[config.mk]
export PLATFORM = sky130hd
export DESIGN_NAME = frac_n_pll_frequency_programmer
export DESIGN_NICKNAME = d
export VERILOG_FILES = /design/src/rtl/core/fnp_pkg.sv /design/src/rtl/core/frac_n_pll_frequency_programmer.sv /design/src/rtl/core/fnp_calc.sv /design/src/rtl/core/fnp_emit.sv
export SDC_FILE = /design/constraint.sdc
export NUM_CORES = 1
export LEC_CHECK = 0
export BUFFER_PORTS_ARGS = -buffer_cell sky130_fd_sc_hd__buf_2
export CAP_MARGIN = 20
export CORE_ASPECT_RATIO = 1.2
export CORE_MARGIN = 2
export CORE_UTILIZATION = 35
export CTS_CLUSTER_SIZE = 30
export DETAILED_ROUTE_END_ITERATION = 6
export GPL_ROUTABILITY_DRIVEN = 0
export PLACE_DENSITY = 0.56
export SKIP_CTS_REPAIR_TIMING = 1
export SLEW_MARGIN = 20
export SYNTH_ARGS = -nofsm -noshare
export SYNTH_HDL_FRONTEND = slang
export SYNTH_SLANG_ARGS = --single-unit
export TNS_END_PERCENT = 100
[constraint.sdc]
create_clock -name clk_i -period 20.2 [get_ports clk_i]
set_clock_uncertainty 0.05 [all_clocks]
set_input_delay 3.03 -clock clk_i [delete_from_list [all_inputs] [get_ports clk_i]]
set_output_delay 3.03 -clock clk_i [all_outputs]
set_load 0.05 [all_outputs]
[src/rtl/core/fnp_pkg.sv]
// Shared types and constants for the fractional-N frequency programmer.
package fnp_pkg;

  localparam int unsigned FreqW = 23;
  localparam int unsigned WordW = 32;
  localparam int unsigned DivW  = 3;
  localparam int unsigned NW    = 9;
  localparam int unsigned CfgIdxW = 3;

  // Lowest VCO frequency in kHz; divider search compares against it shifted down
  localparam logic [FreqW-1:0] VcoMinKhz = 23'd3000000;
  localparam int unsigned MaxDiv = 7;

  // N = scaled / 32000 = (scaled >> 8) / 125, done as multiply by reciprocal
  localparam int unsigned PfdShift = 8;
  localparam int unsigned QuotW    = FreqW - PfdShift;
  localparam int unsigned RecipW   = 16;
  localparam int unsigned RecipSh  = 22;
  localparam logic [RecipW-1:0] Recip125 = 16'd33555;
  localparam int unsigned RemW     = 7;
  localparam logic [NW-1:0] PfdOdd = 9'd125;

  // Configuration register indexes
  typedef enum logic [CfgIdxW-1:0] {
    CfgReg1 = 3'd0,
    CfgReg2 = 3'd1,
    CfgReg3 = 3'd2,
    CfgReg4 = 3'd3,
    CfgReg5 = 3'd4
  } cfg_idx_e;

  // Register addresses framed into bits 2:0
  localparam logic [2:0] AddrR0 = 3'd0;
  localparam logic [2:0] AddrR1 = 3'd1;
  localparam logic [2:0] AddrR2 = 3'd2;
  localparam logic [2:0] AddrR3 = 3'd3;
  localparam logic [2:0] AddrR4 = 3'd4;
  localparam logic [2:0] AddrR5 = 3'd5;

  localparam logic [WordW-1:0] Reg1Rst = 32'h80008011;
  localparam logic [WordW-1:0] Reg2Rst = 32'h58011FC2;
  localparam logic [WordW-1:0] Reg3Rst = 32'h0100000B;
  localparam logic [WordW-1:0] Reg4Rst = 32'h608C8234;
  localparam logic [WordW-1:0] Reg5Rst = 32'h01400005;

  // Result of the divider calculation for one request
  typedef struct packed {
    logic [FreqW-1:0] scaled;
    logic [NW-1:0]    n;
    logic [DivW-1:0]  div;
    logic [FreqW-1:0] achieved;
  } calc_res_t;

  // Static register words held by the configuration port
  typedef struct packed {
    logic [WordW-1:0] reg1;
    logic [WordW-1:0] reg2;
    logic [WordW-1:0] reg3;
    logic [WordW-1:0] reg4;
    logic [WordW-1:0] reg5;
  } cfg_regs_t;

endpackage

[src/rtl/core/frac_n_pll_frequency_programmer.sv]
// Top level of the fractional-N frequency programmer.
// Each accepted request (target frequency in kHz) yields six framed 32-bit
// register words, R5 first and R0 last, one per cycle while the output is not
// stalled; every word carries the achieved frequency and R0 is flagged as the
// last word. The request register feeds a single combinational pass (divider
// search, scaling, reciprocal multiply for N) into a result register; a
// request's first word is offered once it has passed the request register and
// then, when the result register is free, the result register. The six-word
// output sequence sets the sustained request rate; the next request is taken
// and computed while the current words drain.
// Configuration writes are always ready and take effect on the next cycle.
module frac_n_pll_frequency_programmer (
  input  logic                        clk_i,
  input  logic                        rst_ni,
  input  logic                        cfg_valid_i,
  output logic                        cfg_ready_o,
  input  logic [fnp_pkg::CfgIdxW-1:0] cfg_index_i,
  input  logic [fnp_pkg::WordW-1:0]   cfg_data_i,
  input  logic                        in_valid_i,
  output logic                        in_stall_o,
  input  logic [fnp_pkg::FreqW-1:0]   target_khz_i,
  output logic                        out_valid_o,
  input  logic                        out_stall_i,
  output logic [fnp_pkg::WordW-1:0]   reg_word_o,
  output logic [fnp_pkg::FreqW-1:0]   achieved_khz_o,
  output logic                        last_word_o
);

  fnp_pkg::cfg_regs_t regs_q;
  logic                       in_vld_q, in_vld_d;
  logic [fnp_pkg::FreqW-1:0]  in_khz_q;
  logic                       in_acc;
  logic                       emit_free;
  logic                       load;
  fnp_pkg::calc_res_t         calc_res;

  assign cfg_ready_o = 1'b1;

  always_ff @(posedge clk_i or negedge rst_ni) begin
    if (!rst_ni) begin
      regs_q.reg1 <= fnp_pkg::Reg1Rst;
      regs_q.reg2 <= fnp_pkg::Reg2Rst;
      regs_q.reg3 <= fnp_pkg::Reg3Rst;
      regs_q.reg4 <= fnp_pkg::Reg4Rst;
      regs_q.reg5 <= fnp_pkg::Reg5Rst;
    end else if (cfg_valid_i && cfg_ready_o) begin
      case (cfg_index_i)
        fnp_pkg::CfgReg1: regs_q.reg1 <= cfg_data_i;
        fnp_pkg::CfgReg2: regs_q.reg2 <= cfg_data_i;
        fnp_pkg::CfgReg3: regs_q.reg3 <= cfg_data_i;
        fnp_pkg::CfgReg4: regs_q.reg4 <= cfg_data_i;
        fnp_pkg::CfgReg5: regs_q.reg5 <= cfg_data_i;
        default: ;
      endcase
    end
  end

  // Hold the request while the result register is still sending words
  assign load       = in_vld_q && emit_free;
  assign in_stall_o = in_vld_q && !emit_free;
  assign in_acc     = in_valid_i && !in_stall_o;

  always_comb begin
    in_vld_d = in_vld_q;
    if (in_acc) begin
      in_vld_d = 1'b1;
    end else if (load) begin
      in_vld_d = 1'b0;
    end
  end

  always_ff @(posedge clk_i or negedge rst_ni) begin
    if (!rst_ni) begin
      in_vld_q <= 1'b0;
    end else begin
      in_vld_q <= in_vld_d;
    end
  end

  always_ff @(posedge clk_i) begin
    if (in_acc) begin
      in_khz_q <= target_khz_i;
    end
  end

  fnp_calc u_calc (
    .target_khz_i (in_khz_q),
    .res_o        (calc_res)
  );

  fnp_emit u_emit (
    .clk_i          (clk_i),
    .rst_ni         (rst_ni),
    .load_i         (load),
    .res_i          (calc_res),
    .regs_i         (regs_q),
    .free_o         (emit_free),
    .out_valid_o    (out_valid_o),
    .out_stall_i    (out_stall_i),
    .reg_word_o     (reg_word_o),
    .achieved_khz_o (achieved_khz_o),
    .last_word_o    (last_word_o)
  );

endmodule

[src/rtl/core/fnp_calc.sv]
// Divider search, request scaling and integer-N quotient for one request.
module fnp_calc (
  input  logic [fnp_pkg::FreqW-1:0] target_khz_i,
  output fnp_pkg::calc_res_t        res_o
);

  logic [fnp_pkg::DivW-1:0]        div;
  logic [fnp_pkg::FreqW+6:0]       wide;
  logic [fnp_pkg::FreqW-1:0]       scaled;
  logic [fnp_pkg::FreqW-1:0]       trunc;
  logic [fnp_pkg::QuotW+fnp_pkg::RecipW-1:0] prod;

  always_comb begin
    // Smallest exponent wins: walk downward so the last hit stands
    div = fnp_pkg::DivW'(fnp_pkg::MaxDiv);
    for (int d = fnp_pkg::MaxDiv - 1; d >= 0; d--) begin
      if (target_khz_i > (fnp_pkg::VcoMinKhz >> d)) begin
        div = fnp_pkg::DivW'(d);
      end
    end
  end

  assign wide   = {7'b0, target_khz_i} << div;
  assign scaled = wide[fnp_pkg::FreqW-1:0];
  assign prod   = (fnp_pkg::QuotW+fnp_pkg::RecipW)'(scaled[fnp_pkg::FreqW-1:fnp_pkg::PfdShift])
                * (fnp_pkg::QuotW+fnp_pkg::RecipW)'(fnp_pkg::Recip125);
  // 32000*N + 8*FRAC equals the scaled request with its low three bits dropped
  assign trunc  = {scaled[fnp_pkg::FreqW-1:3], 3'b000};

  assign res_o.scaled   = scaled;
  assign res_o.n        = prod[fnp_pkg::RecipSh +: fnp_pkg::NW];
  assign res_o.div      = div;
  assign res_o.achieved = trunc >> div;

endmodule

[src/rtl/core/fnp_emit.sv]
// Result register and word sequencer: sends R5 down to R0 for each request.
module fnp_emit (
  input  logic                      clk_i,
  input  logic                      rst_ni,
  input  logic                      load_i,
  input  fnp_pkg::calc_res_t        res_i,
  input  fnp_pkg::cfg_regs_t        regs_i,
  output logic                      free_o,
  output logic                      out_valid_o,
  input  logic                      out_stall_i,
  output logic [fnp_pkg::WordW-1:0] reg_word_o,
  output logic [fnp_pkg::FreqW-1:0] achieved_khz_o,
  output logic                      last_word_o
);

  fnp_pkg::calc_res_t res_q;
  logic               vld_q, vld_d;
  logic [2:0]         cnt_q, cnt_d;
  logic               last;
  logic [fnp_pkg::NW-1:0]   n_x125;
  logic [fnp_pkg::RemW-1:0] rem_hi;
  logic [fnp_pkg::WordW-1:0] word0;
  logic [fnp_pkg::WordW-1:0] word4;

  assign last   = (cnt_q == fnp_pkg::AddrR0);
  assign free_o = !vld_q || (last && !out_stall_i);

  always_comb begin
    vld_d = vld_q;
    cnt_d = cnt_q;
    if (load_i) begin
      vld_d = 1'b1;
      cnt_d = fnp_pkg::AddrR5;
    end else if (vld_q && !out_stall_i) begin
      if (last) begin
        vld_d = 1'b0;
      end else begin
        cnt_d = cnt_q - 3'd1;
      end
    end
  end

  always_ff @(posedge clk_i or negedge rst_ni) begin
    if (!rst_ni) begin
      vld_q <= 1'b0;
      cnt_q <= fnp_pkg::AddrR5;
    end else begin
      vld_q <= vld_d;
      cnt_q <= cnt_d;
    end
  end

  always_ff @(posedge clk_i) begin
    if (load_i) begin
      res_q <= res_i;
    end
  end

  // Remainder of the 125 division; bits 7:3 of the scaled request pass through below it
  assign n_x125 = fnp_pkg::NW'(res_q.n * fnp_pkg::PfdOdd);
  assign rem_hi = fnp_pkg::RemW'(res_q.scaled[fnp_pkg::FreqW-1:fnp_pkg::PfdShift]
                                 - {6'b0, n_x125});
  assign word0  = {8'b0, res_q.n, rem_hi, res_q.scaled[7:3], fnp_pkg::AddrR0};
  assign word4  = {regs_i.reg4[31:23], res_q.div, regs_i.reg4[19:3], fnp_pkg::AddrR4};

  always_comb begin
    case (cnt_q)
      fnp_pkg::AddrR5: reg_word_o = {regs_i.reg5[31:3], fnp_pkg::AddrR5};
      fnp_pkg::AddrR4: reg_word_o = word4;
      fnp_pkg::AddrR3: reg_word_o = {regs_i.reg3[31:3], fnp_pkg::AddrR3};
      fnp_pkg::AddrR2: reg_word_o = {regs_i.reg2[31:3], fnp_pkg::AddrR2};
      fnp_pkg::AddrR1: reg_word_o = {regs_i.reg1[31:3], fnp_pkg::AddrR1};
      fnp_pkg::AddrR0: reg_word_o = word0;
      default:         reg_word_o = word0;
    endcase
  end

  assign out_valid_o    = vld_q;
  assign achieved_khz_o = res_q.achieved;
  assign last_word_o    = last;

endmodule
======== After elaboration in Yosys (flattened, before gate mapping) ========
Cells that the tools add are included.
storage, ports and cells
  memories ................................ 0
  latch bits .............................. 0
  bits in writable memories ............... 0
  memory bits (read-only) ................. 0
  input bits .............................. 63
  flip-flop bits (word level) ............. 238
cells by class
  multipliers ............................. 2
  magnitude comparators ................... 7
  add/sub/neg operators ................... 2
  shift operators ......................... 2
  reduce and logical (&&, ||, !) cells .... 22
  equal/unequal tests ..................... 10
  divide/modulo/power cells ............... 0
  mux-type cells .......................... 16
  bitwise operators ....................... 0
operators by type and width
  operator                                                                 number
  32-bit case mux with 5 select lines                                      1
  15-bit by 16-bit multiplier with 31-bit output (second input constant)   1
  23-bit by 16-bit > comparator with 1-bit output (second input constant)  1
  23-bit by 17-bit > comparator with 1-bit output (second input constant)  1
  23-bit by 18-bit > comparator with 1-bit output (second input constant)  1
  23-bit by 19-bit > comparator with 1-bit output (second input constant)  1
  23-bit by 20-bit > comparator with 1-bit output (second input constant)  1
  23-bit by 21-bit > comparator with 1-bit output (second input constant)  1
  23-bit by 22-bit > comparator with 1-bit output (second input constant)  1
  23-bit by 3-bit << shifter with 23-bit output                            1
  23-bit by 3-bit right shift with 23-bit output                           1
  3-bit 2-to-1 mux                                                         7
  2-bit AND reduction                                                      7
  3-bit by 2-bit equality test with 1-bit output (second input constant)   4
  3-bit equality test (second input constant)                              3
  9-bit by 7-bit multiplier with 7-bit output (second input constant)      1
  7-bit subtractor                                                         1
  3-bit by 1-bit equality test with 1-bit output (second input constant)   2
  3-bit zero test                                                          2
  1-bit 2-to-1 mux                                                         6
  2-bit nonzero test                                                       3
  1-bit logical AND                                                        5
  1-bit zero test                                                          4
  2-bit 2-to-1 mux                                                         2
  other kinds (3)                                                          3

======== Longest topological paths before layout ========
  depth after elaboration ................. 10
  depth in mapped cells ................... 34

======== Modules after synthesis ========
From an unflattened synthesis, not the netlist that was laid out.
second synthesis, totals
  cell total of the unflattened synthesis .. 1244
  area, all modules ....................... 15009.4 µm²
by module, submodules not included
  module                           sequential area each (µm²)  instances  cells each  area an instance (µm²)
  frac_n_pll_frequency_programmer  4762.1                      1          374         6952.9
  fnp_calc                         0.0                         1          540         4431.8
  fnp_emit                         1514.0                      1          330         3624.7

======== Worst setup path before layout ========
Ideal clock, no wire load.
  path type ............................... reg-to-reg
  from .................................... register in_khz_q[7] (netlist bit)
  to ...................................... register u_emit.res_q[33] (netlist bit), data pin
  clock period less this slack ............ 7836 ps
  setup time .............................. 258 ps
  data required time ...................... 19892 ps
  setup slack ............................. 12364 ps
  arrival time ............................ 7528 ps
  buffers on the path ..................... 3
  stages on the path, launching flop included .. 31
  path through ............................ edfxtp_1 > nor4_4 > nand4_1 > or4_4 > a211oi_4 > o21ba_1 > buf_4 > buf_6 > buf_4 > mux2i_1 > mux2i_1 > mux2i_1 > inv_1 > ha_1 > ha_1 > inv_1 > fa_1 > fa_1 > fa_1 > inv_1 > fa_1 > ha_1 > a2111oi_0 > a221o_1 > a211oi_1 > and2_1 > o21a_1 > o21a_1 > o41ai_1 > maj3_2 > xnor2_1
RTL lines
  what                      RTL line                               RTL
  start: declaration        frac_n_pll_frequency_programmer.sv:31  logic [fnp_pkg::FreqW-1:0] in_khz_q;
  start signal: assignment  frac_n_pll_frequency_programmer.sv:82  in_khz_q <= target_khz_i;
  end signal: assignment    fnp_emit.sv:55                         res_q <= res_i;
  end: declaration          fnp_emit.sv:16                         fnp_pkg::calc_res_t res_q;

==> results.py <==
metrics = {
    "timing": {
        "tightest_slew_ns": 1.06,
        "maxClockFrequency_mhz": 103,
        "fin_setup_tns_ns": 0,
        "slew_violations": 0,
        "slew-limit-headroom_pct": 29.1,
        "finalSetupViolCount": 0,
        "fin_crit_sh_pct": 48.3,
        "rsz0062_at_grt": "no",
        "hold_viol_final": 0,
        "post-route-min-period_ns": 9.75,
    },
    "drt": {
        "post_drt_wl_per_cell_um": 18.6,
        "ant_nets": 0,
        "drtIter0Drc": 474,
        "postRouteWirelength_mm": 33.0,
        "dr.pass1.iters": 5,
        "drc": 0,
        "num_vias": 9067,
        "vias_per_cell": 5.11,
    },
    "die": {
        "die_width_um": 186,
        "die_area_sq_um": 41300,
        "start_util_pct": 35.6,
        "ios": 122,
        "num_rows": 79,
        "core-area_sq_um": 38900,
        "chipHeight_um": 222,
    },
    "worst_hold_path": {
        "whs_path_depth": 1,
        "min_path_type": "reg2reg",
        "worstHoldEndpoint": "regs_q[149]",
        "holdCritStartpoint": "regs_q[149]",
    },
    "worst_setup_path": {
        "cp_max_fo": 24,
        "crit_slowest_cell": "a31oi_4",
        "critPathKind": "reg2reg",
        "r2r_end": "u_emit.res_q[33]",
        "cp-start-kind": "register",
        "reg2reg_depth": 29,
        "cp_data_required_time_ns": 20.42,
        "crit_path_end_kind": "register",
        "critPathArrivalTime_ns": 9.97,
        "r2r_start": "in_khz_q[7]",
        "ff2ff_setup_slack_ns": 10.45,
        "cpPeakStageDelay_ns": 0.72,
        "critPathMostFrequentCell": "fa_1",
    },
    "clock_network": {
        "cts_max_level": 1,
        "insertion_delay_ns": 0.53,
        "cts_root_buf": "clkbuf_16",
        "cts.sink_count": 217,
        "clockBufferDepth": 3,
        "cts_buffers": 26,
        "cts_tree": "built",
        "path_clk_slew_ns": 0.06,
    },
    "yosys": {
        "ys.flop_type": "dfrtp_1",
        "synth_area_per_cell_sq_um": 11.8,
        "synth.yosys.seq_area_share_pct": 41.9,
        "synth.cell_area_sq_um": 13900,
        "ys_ff_latch": 217,
        "synthCells": 1178,
        "synth.distinct_cells": 77,
        "synth_edf_count": 70,
        "syn-num-nets": 1412,
        "async_flop_share_pct": 67.7,
        "yosys_warnings": 0,
    },
    "run": {
        "maxCapViolCount": 0,
    },
    "global_route": {
        "grt_pass1_wl_mm": 52.6,
        "grt_pass1_vias": 9558,
        "grt_max_degree": 83,
        "antenna_found_initial": 2,
        "track_usage_pct": 16.2,
        "grt_overflow": 0,
    },
    "finish": {
        "final_common_cell": "mux2_2",
        "fin_nets": 1463,
        "drive_gt1_share_pct": 30.6,
        "syn2layout_area_growth_pct": 11.6,
        "final_cell_mix": "163 x mux2_2, 129 x ha_1, 118 x dfrtp_1",
        "diodes": 0,
    },
    "place": {
        "hpwl_mm": 23.1,
        "port_buffers": 117,
    },
    "outcome": {
        "outcome": "complete, no violations",
    },
}
==> logic make-up after synthesis <==
family / count (synthesis) / synth area share (%)
simple gates: 179 / 6.60
xor+xnor: 24 / 1.52
buf+inv: 205 / 6.62
compound gates: 182 / 9.78
flops: 217 / 41.9
fa+ha+maj: 172 / 17.8
other cells: 1 / 0.0270
mux: 198 / 15.8
==> worst max-delay path: cells and delay by family, from the launching register on <==
| family | cells | cell delay, ns |
|---|---|---|
| AO/OA/AOI/OAI | 11 | 3.47 |
| adder cells (fa/ha/maj) | 8 | 3.20 |
| AND/OR/NAND/NOR | 4 | 1.02 |
| flip-flops | 1 | 0.71 |
| buffers and inverters | 4 | 0.70 |
| multiplexers | 1 | 0.27 |
| XOR/XNOR | 1 | 0.06 |
==> state kept, by name, summed over array words and instances (netlist names) <==
register / cells
in_khz_q: 23
u_emit.achieved_khz_o: 23
in_vld_q: 1
u_emit.res_q: 24
regs_q: 142
u_emit.out_valid_o: 1
u_emit.cnt_q: 3
==> layout make-up <==
class	instances	area (sq um)
clock buffers	38	716
clock inverters	10	68.8
fillers	3867	23500
inverters	98	368
multi-input cells	756	7160
flip-flops and latches	217	5820
well taps	526	658
repair buffers	130	693
==> layer usage <==
metal | track usage, % | vias to the layer above | share of wire, %
met5 | 0 | - | 0.055
met4 | 4.85 | 4 | 2.6
met3 | 2.23 | 55 | 3.6
met2 | 28.3 | 162 | 51
met1 | 20.6 | 4556 | 43
li1 | - | 4290 | -
==> cells in the mapped netlist (all sizes together) (9+ instances only) <==
library cell	instances	area share (%)
mux2	163	13
ha	129	12
dfrtp	118	21
inv	97	2.6
edfxtp	70	15
clkbuf	63	1.7
nand2	46	1.2
buf	44	2.3
nor2	44	1.2
fa	42	6.1
a22oi	36	1.9
mux2i	35	2.5
a21oi	30	1.1
dfstp	29	5.5
o21ai	24	0.92
xnor2	21	1.3
nand3	18	0.65
a22o	14	0.88
o21a	13	0.70
a221oi	12	0.80
nor3	12	0.43
o2111ai	9	0.57
==> stage by stage <==
stage	setup slack (ns)	hold WS (ns)	util, %	instance area (sq um)	std cells
floorplan	12.36	0.425	-	13900	1178
global placement	10.47	0.436	37.7	14700	1727
detailed placement	10.44	0.441	37.7	14700	1727
CTS	10.40	0.455	39.7	15500	1775
global route	9.72	0.465	39.8	15500	1775
finish	10.45	0.452	39.8	15500	1775
==> how the worst max path moves through the flow <==
stage                     cells after the start         from               end  slack [ns]
after floorplan                              30  in_khz_q[7]  u_emit.res_q[33]       12.36
after global placement                       28  in_khz_q[7]  u_emit.res_q[33]       10.47
after detailed placement                     28  in_khz_q[7]  u_emit.res_q[34]       10.44
after CTS                                    28  in_khz_q[7]  u_emit.res_q[33]       10.40
after global routing                         29  in_khz_q[7]  u_emit.res_q[33]        9.72
final                                        29  in_khz_q[7]  u_emit.res_q[33]       10.45
Power is not shown: default switching activity piles up to over one toggle a cycle in this logic, so the estimate is an artifact.
